==> config.mk <==
export PLATFORM = sky130hd
export DESIGN_NAME = gsdp_front
export DESIGN_NICKNAME = d
export VERILOG_FILES = /design/src/sv/gsdp_pkg.sv /design/src/sv/gsdp_front.sv
export SDC_FILE = /design/constraint.sdc
export NUM_CORES = 1
export LEC_CHECK = 0
export BUFFER_PORTS_ARGS = -buffer_cell sky130_fd_sc_hd__clkbuf_2
export CELL_PAD_IN_SITES_DETAIL_PLACEMENT = 1
export CELL_PAD_IN_SITES_GLOBAL_PLACEMENT = 1
export CORE_MARGIN = 1.5
export CORE_UTILIZATION = 39
export CTS_BUF_LIST = sky130_fd_sc_hd__clkbuf_2
export DETAILED_ROUTE_END_ITERATION = 7
export GPL_TIMING_DRIVEN = 0
export PLACE_DENSITY_LB_ADDON = 0.05
export SLEW_MARGIN = 5
export SYNTH_ARGS = -nofsm -noshare
export SYNTH_HDL_FRONTEND = slang
export SYNTH_SLANG_ARGS = --single-unit
==> constraint.sdc <==
create_clock -name aclk -period 17.3 [get_ports aclk]
set_input_delay 0.865 -clock aclk [delete_from_list [all_inputs] [get_ports aclk]]
set_output_delay 0.865 -clock aclk [all_outputs]
set_load 0.05 [all_outputs]
==> src/sv/gsdp_pkg.sv <==
// ----------------------------------------------------------------------------
// gsdp_pkg
// Shared constants and types of the group scaled int8 dot product: the
// defaults of the top level parameters and the command that the front
// part hands to the back part.
// ----------------------------------------------------------------------------
package gsdp_pkg;

    localparam int SCALE_FRAC_BITS_DEF = 24;
    localparam int CMD_DEPTH_DEF       = 4;

    localparam int S_TDATA_W = 120;
    localparam int M_TDATA_W = 64;

    typedef struct packed {
        logic        group_end;
        logic        row_end;
        logic [31:0] group_sum;
        logic [31:0] act_scale;
        logic [31:0] weight_scale;
        logic [7:0]  bias_value;
        logic [31:0] bias_scale;
    } cmd_t;

endpackage

==> src/sv/gsdp_front.sv <==
// ----------------------------------------------------------------------------
// gsdp_front
// Takes one operand pair per cycle while the queue has room, keeps the exact
// integer group sum and issues a command to the back on each group or row end.
// ----------------------------------------------------------------------------
module gsdp_front (
    input  logic                              aclk,
    input  logic                              aresetn,
    input  logic                              in_valid,
    output logic                              in_ready,
    input  logic [7:0]                        activation,
    input  logic [7:0]                        weight,
    input  logic [31:0]                       act_scale,
    input  logic [31:0]                       weight_scale,
    input  logic                              last_in_group,
    input  logic                              last_in_row,
    input  logic [7:0]                        bias_value,
    input  logic [31:0]                       bias_scale,
    output logic                              cmd_push,
    output gsdp_pkg::cmd_t                    cmd_data,
    input  logic                              cmd_full
);

    logic               accept;
    logic signed [15:0] pair_prod;
    logic [31:0]        sum_now;
    logic [31:0]        group_sum_reg;
    logic [31:0]        group_sum_next;

    assign in_ready  = !cmd_full;
    assign accept    = in_valid && in_ready;
    assign pair_prod = $signed(activation) * $signed(weight);
    assign sum_now   = group_sum_reg + {{16{pair_prod[15]}}, pair_prod};

    always_comb begin
        group_sum_next = group_sum_reg;
        if (accept) begin
            group_sum_next = (last_in_group || last_in_row) ? 32'd0 : sum_now;
        end
    end

    always_ff @(posedge aclk) begin
        if (!aresetn) begin
            group_sum_reg <= '0;
        end else begin
            group_sum_reg <= group_sum_next;
        end
    end

    assign cmd_push               = accept && (last_in_group || last_in_row);
    assign cmd_data.group_end     = last_in_group;
    assign cmd_data.row_end       = last_in_row;
    assign cmd_data.group_sum     = sum_now;
    assign cmd_data.act_scale     = act_scale;
    assign cmd_data.weight_scale  = weight_scale;
    assign cmd_data.bias_value    = bias_value;
    assign cmd_data.bias_scale    = bias_scale;

endmodule

Word level (Yosys, flattened, before mapping)
Index checks and enable logic that the tools add are counted.
{ "classes": {"addsub": 1, "multipliers": 1, "muxes": 1, "n_reduce_logical": 4} }
{ "op_table": {"columns": ["op", "n"], "rows": [
  ["32-bit adder", 1],
  ["32-bit 2-to-1 mux", 1],
  ["8-bit by 8-bit multiplier with 16-bit output", 1],
  ["1-bit logical AND", 2],
  ["1-bit logical NOT", 1],
  ["1-bit logical OR", 1]
]} }
{ "word_totals": {"ff_bits": 32, "in_bits": 126, "out_inout_bits": 140} }

Logic depth before layout (Yosys ltp)
{ "depth": {"depth_word": 3, "mapped_depth": 27} }

Least setup slack after synthesis
No wires, ideal clock.
{ "synth_path": {"path_kind": "in2out", "start": "in weight[3]", "end": "out cmd_data[134] (netlist bit)", "t_arrival_ns": 7.570, "required_time_ns": 16.435, "path_slack_ns": 8.865, "cell_stages": 23, "n_path_buf": 0, "path_cell_list": "and2_1 -> fa_1 -> inv_1 -> fa_1 -> inv_1 -> fa_1 -> inv_1 -> fa_1 -> inv_1 -> ha_1 -> nand2_1 -> o2bb2a_1 -> o31ai_1 -> o41ai_1 -> xnor2_1 -> ha_1 -> a211o_1 -> o21ai_0 -> a21boi_0 -> a31o_2 -> a21oi_1 -> o21ai_0 -> xor2_1"} }
{ "synth_lines": {"columns": ["item", "line_no", "text"], "rows": [
  ["from (decl)", "gsdp_front.sv:12", "input logic [7:0] weight,"],
  ["to (decl)", "gsdp_front.sv:20", "output gsdp_pkg::cmd_t cmd_data,"]
]} }

==> run summary <==
kind of critical path - in -> out
CTS tree - yes
post-synthesis instance area - 6170 um^2
RD Place Congestion - 0.875
Gate Count Post-Synth - 738
Synth area leaders - fa_1, buf_4, ha_1
Tmin final - 8.67 ns
asr flop ratio synth - 0
flip-flop count of the largest register after layout - 32
Synth top area share - 0.182
GRT Util Overall - 0.202
io pins - 266
Yosys reg bits - 32
share of cells above drive strength 1 - 0.316
first-pass GRT wire length - 27000 um
post-CTS setup buffer count - 0
CP top delay family - adder cells
metal2 WL - 8610 um
share of the synthesized area in compound gates (AO/OA/AOI/OAI) - 0.174
Post-CTS Hold Fix Bufs - 0
worst min path class - reg -> reg
Simple-Gate Fraction of Synth Area - 0.157
slowest library cell on the worst path - fa_1
area of the multi-input gates - 4310 um^2
vias in the first global route - 5815
register area - 641 um^2
reg2reg end - group_sum_reg[24]
adder-cell share of the synthesized area - 0.307
Top FF cell, synth - dfxtp_1
CORE AREA - 15300 um^2
Hold Crit Start - group_sum_reg[17]
H-tree Lvls - 2
number of routed nets with antenna violations - 0
Final Slew Violations - 0
max-cap violations - 0
Inserted Diodes - 0
r2r startpoint - group_sum_reg[0]
sum of negative setup slack - 0 ns
Layout Utilization - 0.478
Via Count - 5633
cell with the most instances after synthesis - buf_4
crit end category - primary output
Horiz. Die Dim - 129 um
Total Die Area - 16600 um^2
Worst Path Max Fanout - 12
largest family of logic cells by synthesized area - adder cells
max incr delay on CP - 0.64 ns
Cell variety after synth - 60
M1 WL - 7110 um
Avg WL per Cell - 15.0 um
final wirelength - 16800 um
pin count of the biggest net entering global routing - 13
Final period util - 0.501
1st-iter DRT viols - 173
Remaining Overflow, GRT - 0
final setup fails - 0
clk slew on worst S/H paths - 0.18 ns
Worst-Margin Slew - 0.641 ns
drc violations - 0
post-synthesis mux area share - 0.00831
row count - 45
Post-synth EDFFs - 0
CTS root buffer - clkbuf_2
Critical Path AT - 7.80 ns
P&R area growth vs syn - 18.7%
synth warn - 0
initial antenna violation count - 0
WP data required - 16.43 ns
XOR/XNOR Fraction of Synth Area - 0.0511
register area share after synthesis - 0.104
RSZ-0062 raised after global routing - no
Layout Nets - 1151
Num CTS Buffers - 5
met3 WL - 1020 um
Die Y - 129 um
post-DP HPWL - 14600 um
Startpoint Class - primary input
syn nets - 982
status - completed
drt via density - 5.03
clock buffer depth - 2
R2R setup slack - 14.35 ns
R2R depth - 10
relative slew slack - 0.573
Top Layer Used - met4
crit path buf inv count - 7
most frequent cells after synthesis - buf_4, inv_1, ha_1
Hold Violations, Final - 0
mean post-synth cell area - 8.36 um^2
worst hold path depth - 2
Starting Density - 0.403
Fmax - 0.115 GHz
clock skew - 0.0206 ns
WHS Endpoint - group_sum_reg[17]
post-synth top area cell - fa_1
# fillers - 1938
clock sink total - 32
# port buffers - 161
DR pass1 iterations - 4
clock latency on the worst-skew pair - 0.40 ns
Resized cells post-CTS - 0
-- per-stage QoR --
stage          std cells  hold WS, ns  cell area (um^2)  setup slack, ns
2_1_floorplan        738        0.443              6170             8.87
3_3_place_gp        1110        0.461              7240             7.65
3_5_place_dp        1111        0.476              7260             8.63
4_1_cts             1119        0.510              7320             8.60
5_1_grt             1119        0.544              7320             8.19
6_report            1119        0.503              7320             8.63
-- layer usage --
metal | vias up | GRT usage
li1 | 2694 | -
met1 | 2727 | 0.247
met2 | 203 | 0.385
met3 | 9 | 0.0229
met4 | 0 | 0.0317
met5 | - | 0
-- cell families (layout without fill, tap and decap cells) --
logic type / count (synthesis) / count (layout)
AO/OA/AOI/OAI: 149 / 149
XOR/XNOR: 36 / 36
adder cells (fa/ha/maj): 118 / 118
buffers and inverters: 220 / 390
flip-flops: 32 / 32
multiplexers: 5 / 5
AND/OR/NAND/NOR: 178 / 178
-- final cells by class --
cell class | instances | area share
multi-input combinational | 486 | 0.589
clock buffer | 5 | 0.00342
timing repair buffer | 162 | 0.112
tap | 211 | 0.0360
sequential | 32 | 0.0875
inverter | 101 | 0.0518
buffer | 119 | 0.115
clock inverter | 3 | 0.00512
-- worst min-delay path: cells and delay by family (launching register included) --
kind / cells / cell delay (ns)
simple gates: 1 / 0.06
compound gates: 1 / 0.07
flops: 1 / 0.35
-- cell usage in the layout (no fill, tap or decap), types with 14 or more instances in the layout --
| master | synthesis | routed |
|---|---|---|
| clkbuf_2 | 0 | 166 |
| buf_4 | 106 | 106 |
| inv_1 | 101 | 101 |
| ha_1 | 62 | 62 |
| fa_1 | 56 | 56 |
| and2_1 | 54 | 54 |
| a21oi_1 | 35 | 35 |
| nand2_1 | 33 | 33 |
| dfxtp_1 | 32 | 32 |
| nor2b_1 | 30 | 30 |
| xnor2_1 | 25 | 24 |
| nor2_1 | 19 | 19 |
| o21ai_0 | 18 | 18 |
| a22oi_1 | 17 | 17 |
| a21o_1 | 14 | 14 |
-- worst max path at each step --
stage | from | end | slack (ns) | cells past startpoint
after floorplan | weight[3] | cmd_data[134] | 8.87 | 23
after global placement | weight[3] | cmd_data[128] | 7.65 | 25
after detailed placement | weight[3] | cmd_data[133] | 8.63 | 26
after CTS | weight[3] | cmd_data[133] | 8.60 | 26
after global routing | weight[2] | cmd_data[134] | 8.19 | 28
final | weight[3] | cmd_data[133] | 8.63 | 26
Power is left out: the tool's default activity adds up to more than one toggle a clock period on the data nets, which glitch-free logic cannot reach.
