[config.mk]
export PLATFORM = sky130hd
export DESIGN_NAME = gsdp_fifo
export DESIGN_NICKNAME = d
export VERILOG_FILES = /design/src/sv/gsdp_pkg.sv /design/src/sv/gsdp_fifo.sv
export SDC_FILE = /design/constraint.sdc
export NUM_CORES = 1
export LEC_CHECK = 0
export BUFFER_PORTS_ARGS = -buffer_cell sky130_fd_sc_hd__buf_2
export CORE_ASPECT_RATIO = 1.4
export CORE_MARGIN = 4
export CORE_UTILIZATION = 46
export DETAILED_ROUTE_END_ITERATION = 6
export PLACE_DENSITY_LB_ADDON = 0.15
export RECOVER_POWER = 50
export SYNTH_ARGS = -nofsm -noshare
export SYNTH_HDL_FRONTEND = slang
export SYNTH_SLANG_ARGS = --single-unit
[constraint.sdc]
create_clock -name aclk -period 5.15 [get_ports aclk]
set_clock_uncertainty 0.05 [all_clocks]
set_input_delay 0.515 -clock aclk [delete_from_list [all_inputs] [get_ports aclk]]
set_output_delay 0.515 -clock aclk [all_outputs]
set_load 0.01 [all_outputs]
[src/sv/gsdp_pkg.sv]
// ----------------------------------------------------------------------------
// gsdp_pkg
// Shared constants and types of the group scaled int8 dot product: the
// defaults of the top level parameters and the command that the front
// part hands to the back part.
// ----------------------------------------------------------------------------
package gsdp_pkg;

    localparam int SCALE_FRAC_BITS_DEF = 24;
    localparam int CMD_DEPTH_DEF       = 4;

    localparam int S_TDATA_W = 120;
    localparam int M_TDATA_W = 64;

    typedef struct packed {
        logic        group_end;
        logic        row_end;
        logic [31:0] group_sum;
        logic [31:0] act_scale;
        logic [31:0] weight_scale;
        logic [7:0]  bias_value;
        logic [31:0] bias_scale;
    } cmd_t;

endpackage

[src/sv/gsdp_fifo.sv]
// ----------------------------------------------------------------------------
// gsdp_fifo
// Small command queue in flip-flops between the front and back parts.
// ----------------------------------------------------------------------------
module gsdp_fifo #(
    parameter int DEPTH = gsdp_pkg::CMD_DEPTH_DEF
) (
    input  logic           aclk,
    input  logic           aresetn,
    input  logic           push,
    input  gsdp_pkg::cmd_t push_data,
    output logic           full,
    input  logic           pop,
    output gsdp_pkg::cmd_t pop_data,
    output logic           empty
);

    localparam int PTR_W = (DEPTH > 1) ? $clog2(DEPTH) : 1;
    localparam int CNT_W = $clog2(DEPTH + 1);

    gsdp_pkg::cmd_t   mem_reg [DEPTH];
    logic [PTR_W-1:0] wr_ptr_reg;
    logic [PTR_W-1:0] wr_ptr_next;
    logic [PTR_W-1:0] rd_ptr_reg;
    logic [PTR_W-1:0] rd_ptr_next;
    logic [CNT_W-1:0] count_reg;
    logic [CNT_W-1:0] count_next;
    logic             do_push;
    logic             do_pop;

    assign full     = (count_reg == CNT_W'(DEPTH));
    assign empty    = (count_reg == '0);
    assign do_push  = push && !full;
    assign do_pop   = pop && !empty;
    assign pop_data = mem_reg[rd_ptr_reg];

    always_comb begin
        wr_ptr_next = wr_ptr_reg;
        rd_ptr_next = rd_ptr_reg;
        count_next  = count_reg;
        if (do_push) begin
            wr_ptr_next = (wr_ptr_reg == PTR_W'(DEPTH - 1)) ? '0 : wr_ptr_reg + 1'b1;
        end
        if (do_pop) begin
            rd_ptr_next = (rd_ptr_reg == PTR_W'(DEPTH - 1)) ? '0 : rd_ptr_reg + 1'b1;
        end
        if (do_push && !do_pop) begin
            count_next = count_reg + 1'b1;
        end else if (do_pop && !do_push) begin
            count_next = count_reg - 1'b1;
        end
    end

    always_ff @(posedge aclk) begin
        if (!aresetn) begin
            wr_ptr_reg <= '0;
            rd_ptr_reg <= '0;
            count_reg  <= '0;
        end else begin
            wr_ptr_reg <= wr_ptr_next;
            rd_ptr_reg <= rd_ptr_next;
            count_reg  <= count_next;
        end
    end

    always_ff @(posedge aclk) begin
        if (do_push) begin
            mem_reg[wr_ptr_reg] <= push_data;
        end
    end

endmodule

Word-level counts from Yosys, hierarchy flattened
Memory sizes are Yosys's and may differ from the RTL's. A register that Yosys moved wholly into a read port is not among the register bits. Index checks and enable logic that the tools add are counted. Widths: inputs -> output; s select.

Shift-type cells: 0. Add/subtract/negate cells: 4. Reductions and logical operators: 10. Order comparisons: 0. Eq/ne operators: 3. Bitwise gates (word level): 0. $mul: 0. Mux-type cells: 8. Div/mod/pow operators: 0.

Operators with widths (count): $mux 2 (4); $mux 3 (2); $add 2x1->2 const B (2); $eq 2x2->1 const B (2); $logic_and 1x1->1 (4); $logic_not 1->1 (4); $add 3x1->3 const B (1); $eq 3x3->1 const B (1); $logic_not 3->1 (1); $sub 3x1->3 const B (1); $mux 1 (2); $reduce_bool 2->1 (1).

Memory bits (writable): 552. Input port bits: 142. Register bits after elaboration: 7. Word-level logic and storage cells: 29. Bits in read-only memories: 0. Memories kept: 1. Output and inout port bits: 140. Bits in latches: 0.

Memory list: mem_reg (words 4, width 138, rd ports 1, clocked after memory_dff 1, write ports 1, line gsdp_fifo.sv:21) `gsdp_pkg::cmd_t mem_reg [DEPTH];`.

Depth between registers and ports, before layout
Word-level depth: 7. Depth in mapped cells: 9. Mapped depth without buffers: 8.

Worst setup path after synthesis
No wires, ideal clock.

Path type: reg-to-reg. Start: register count_reg[0]. End: memory mem_reg[1][0] (netlist name), enable pin. Library setup time: 0.514 ns. Setup slack: 0.507 ns. Cell stages (with the launch flop): 5. Data required time: 4.586 ns. Path buffers: 1. Period minus slack after synthesis: 4.643 ns. Arrival: 4.079 ns. Cell sequence: dfxtp_1 nor3b_1 nor2b_1 clkbuf_1 and2_1.

Longest elaborated chain between the ends: 5.

RTL lines: start, declared (line gsdp_fifo.sv:26) `logic [CNT_W-1:0] count_reg;`; start signal, assigned (line gsdp_fifo.sv:62) `count_reg <= count_next;`; $eq 3x3->1 (line gsdp_fifo.sv:31) `assign full = (count_reg == CNT_W'(DEPTH));`; net full (line gsdp_fifo.sv:12) `output logic full,`; $logic_not 1->1 (line gsdp_fifo.sv:33) `assign do_push = push && !full;`; $logic_and 1x1->1 (line gsdp_fifo.sv:33); net do_push (line gsdp_fifo.sv:28) `logic do_push;`; $mux 1 (line gsdp_fifo.sv:67) `if (do_push) begin`; $mux 1 (not written as such) (line gsdp_fifo.sv:68) `mem_reg[wr_ptr_reg] <= push_data;`; end, declared (line gsdp_fifo.sv:21).

The timed path passes the listed nets, and every way through them passes these cells.

==> results.txt <==
----------------------------------------------------
[Run status]
  Outcome ... complete, no violations

[Clock network]
  Clock-pin slew of the registers on the worst-case setup and hold paths ... 0.06 ns
  TritonCTS clock tree ... done
  Clock Latency Late Sink ... 0.56 ns
  Hold-fix buffer count after cts ... 0
  Post-cts gate resize count ... 0
  Maximum buffer depth of the clock tree ... 3
  Number of clock sinks ... 561
  H-tree level count ... 2
  Cts bufs inserted ... 52
  Setup fix buffers added after clock tree synthesis ... 0
  Clock root buffer ... sky130_fd_sc_hd__clkbuf_16

[Power and ir drop]
  Sum of internal, switching and leakage power ... 0.0121 W
  Leakage power ... 7.66 nW
  Power density over cell area ... ~510 nW/um2
  Largest voltage drop on the vdd net ... 386 uV

[Synthesis]
  Main area contributors after synthesis ... sky130_fd_sc_hd__edfxtp_1, sky130_fd_sc_hd__mux4_2, sky130_fd_sc_hd__buf_12
  Multiplexer area fraction after synthesis ... 15.3%
  Combinational family with the most area after synthesis ... multiplexers
  Number of distinct library cells after synthesis ... 25
  Top_reg_cell synth ... sky130_fd_sc_hd__edfxtp_1
  Synth Cell Area ... 20,500 um2
  Yosys warning count ... 0
  Avg Inst Size Synth ... 26.6 um2
  Syn Inst Count ... 772
  Parity-gate share of the synthesized area counting xor and xnor cells ... less than 1%
  Count of state elements after synthesis ... roughly 560
  Yosys top cell by area ... sky130_fd_sc_hd__edfxtp_1
  Post-synthesis net count ... 921
  Proportion of synthesized flip-flops having asynchronous set or reset ... 0%
  Proportion of synthesized chip area in sequential cells ... 81.7%
  Share of the synthesized area in the top cell type ... 80.8%
  Complex-gate fraction of the synthesized area ... 0.146%
  Post-synthesis share of cell area spent on full adders, half adders and majority gates ... less than 1%
  Simple logic cell fraction of the synthesized area ... 0.500%
  Post-synth EDFFs ... 552

[Setup path]
  Top Family by Delay on Critical Path ... flip-flops
  Buffers & Inverters on Critical Path ... 2
  Type of the worst setup path ... flop to output pin
  Signal arrival time at the worst endpoint ... 2.80 ns
  CP max stage delay ... 1.03 ns
  Kind of capture point of the worst setup path ... output pin
  Required @ worst endpoint ... 4.59 ns
  Maximum fanout along the worst path ... 50
  Category of the worst setup path launch point ... flop
  Critical-path cell with the highest stage delay ... sky130_fd_sc_hd__dfxtp_4
  Critical path, cell by cell ... buf_4 > mux4_2 > buf_2

[GRT]
  Wire length of the first global-routing pass ... 62,200 um
  Pin count of the biggest net entering global routing ... between 100 and 150
  Leftover overflow at the end of global routing ... 0
  Initial antenna violation count ... 7
  Number of global-route vias before repair ... 9,694
  Global-route usage over all layers ... 17.0%

[Routing]
  Wire length per cell after detailed routing ... 24.3 um
  Post-route DRC ... 0
  Vias ... between 9,000 and 10,000
  Via density per instance ... 5.34
  Number of violations reported at the end of detailed-routing iteration 0 ... around 470
  Final WL ... 41,200 um
  Count of nets left with antenna violations after detail routing ... 0
  Number of search-and-repair iterations in the first detailed-routing pass ... 7

[Hold path]
  Worst hold path class ... primary input to flop

[STA]
  Slew at the pin closest to its max-slew limit ... around 1.0 ns
  Relative slew slack ... between 30 and 40%
  Final hold vios ... 0
  Max Freq ... 297 MHz
  Final cycle utilization of the critical path ... between 60% and 70%
  Final setup violation count ... 0
  Setup repair after global routing missed its margin ... false
  Fin Setup TNS ... 0 ns
  Max-slew violation count ... 0
  Final min period ... 3.37 ns

[Placement]
  Input/output buffers ... 281
  Estimated wirelength of the detail-placed design ... between 20,000 and 25,000 um
  Dpl cell area ... 22,500 um2
  RD Place Congestion ... 0.725

[Die]
  Standard-cell row count ... just over 90
  Die outline area ... 48,100 um2
  Vert. Die Dim ... 258 um
  I/O pin count ... 282
  Die X ... 186 um
  Starting utilization of the core area ... 46.5%
  Standard cell core area ... approximately 44,000 um2

[Cells and area]
  Final instance area ... 24,000 um2
  Ratio of cells with drive above 1 in the final layout ... 33.4%
  Fill cell instance count of the final layout ... approximately 3,400
  Number of flip-flops in the largest register ... about 550
  Area added between synthesis and finish ... 17.0%
  Number of nets in the final layout ... 1,240

[Flow run]
  Max-capacitance violation count ... 0

----------------------------------------------------
==> cell usage after synthesis, types with 3 or more instances <==
library cell,count
sky130_fd_sc_hd__and2_1,5
sky130_fd_sc_hd__buf_12,11
sky130_fd_sc_hd__buf_2,13
sky130_fd_sc_hd__buf_6,4
sky130_fd_sc_hd__clkbuf_1,4
sky130_fd_sc_hd__dfxtp_1,9
sky130_fd_sc_hd__edfxtp_1,552
sky130_fd_sc_hd__ha_1,6
sky130_fd_sc_hd__inv_1,3
sky130_fd_sc_hd__mux2i_1,3
sky130_fd_sc_hd__mux4_2,138
sky130_fd_sc_hd__nand2_1,6
sky130_fd_sc_hd__o21ai_0,3
==> worst register-to-register path, cell delays in order (launching register included) <==
cell	delay (ns)
sky130_fd_sc_hd__dfxtp_1	0.43
sky130_fd_sc_hd__nor3b_1	0.10
sky130_fd_sc_hd__nor2b_1	0.45
sky130_fd_sc_hd__and2_4	0.86
sky130_fd_sc_hd__buf_4	0.57
==> cells by family (layout without fill, tap and decap cells) <==
logic type	Yosys count	after routing
muxes	141	141
other	0	3
DFF	561	561
AOI/OAI and AO/OA	5	5
and+or+nand+nor	20	20
xor gates and xnor gates	2	2
adders and majority gates	7	7
buffers and inverters	36	396
==> layout by cell type (no fill, tap or decap), drive strengths merged, types with 3 or more instances in the layout <==
cell type,synthesis,final
ha,6,6
clkbuf,4,207
o21ai,3,3
inv,3,3
mux2i,3,3
buf,29,158
clkinv,0,21
mux4,138,138
edfxtp,552,552
diode,0,3
bufinv,0,6
dfxtp,9,9
nand2,6,6
and2,5,5
==> area by class of cell <==
cell class	instances	area, um2	area share, %
Antenna cell	3	7.51	0.0313
Inverter	3	11.3	0.0469
Sequential cell	561	16800	69.9
Multi-Input combinational cell	175	3390	14.1
Tap cell	558	698	2.91
Clock inverter	28	282	1.17
Clock buffer	67	1420	5.91
Timing Repair Buffer	298	1420	5.92
==> stage by stage <==
step	util (%)	setup slack, ns	cells	hold slack, ns
6_report	54.5	1.78	1693	0.157
5_1_grt	54.4	1.50	1691	0.155
4_1_cts	54.8	1.61	1690	0.0827
3_5_place_dp	51.0	2.12	1595	0.446
3_3_place_gp	51.0	2.16	1595	0.434
2_1_floorplan	-	0.507	772	0.418
==> worst paths after layout <==
kind | startpoint | endpoint | slack [ns] | cells after the start
worst max register to register | count_reg[0]$_SDFFE_PN0P_ | mem_reg[0][79]$_DFFE_PP_ | 2.32 | 4
worst min register to register | wr_ptr_reg[1]$_SDFFE_PN0P_ | wr_ptr_reg[1]$_SDFFE_PN0P_ | 0.45 | 2
worst min-delay path | push_data[111] | mem_reg[0][111]$_DFFE_PP_ | 0.16 | 1
worst max-delay path | flop | pop_data[130] | 1.78 | 3
==> layer usage <==
layer,global-route usage [%],vias to the layer above,part of all wire (%)
li1,-,3975,-
met1,21.4,4739,38
met2,29.3,237,52
met3,4.98,77,6.7
met4,4.64,10,2.7
met5,0,-,0.14
==> power breakdown <==
part           switching, W  leakage (nW)  total [W]  internal [W]
Combinational       0.00132          1.69    0.00252       0.00120
Sequential         0.000230          5.13    0.00579       0.00556
Clock               0.00158         0.840    0.00381       0.00224
Total               0.00313          7.66     0.0121       0.00899
Power figures use the tool's default switching activity.
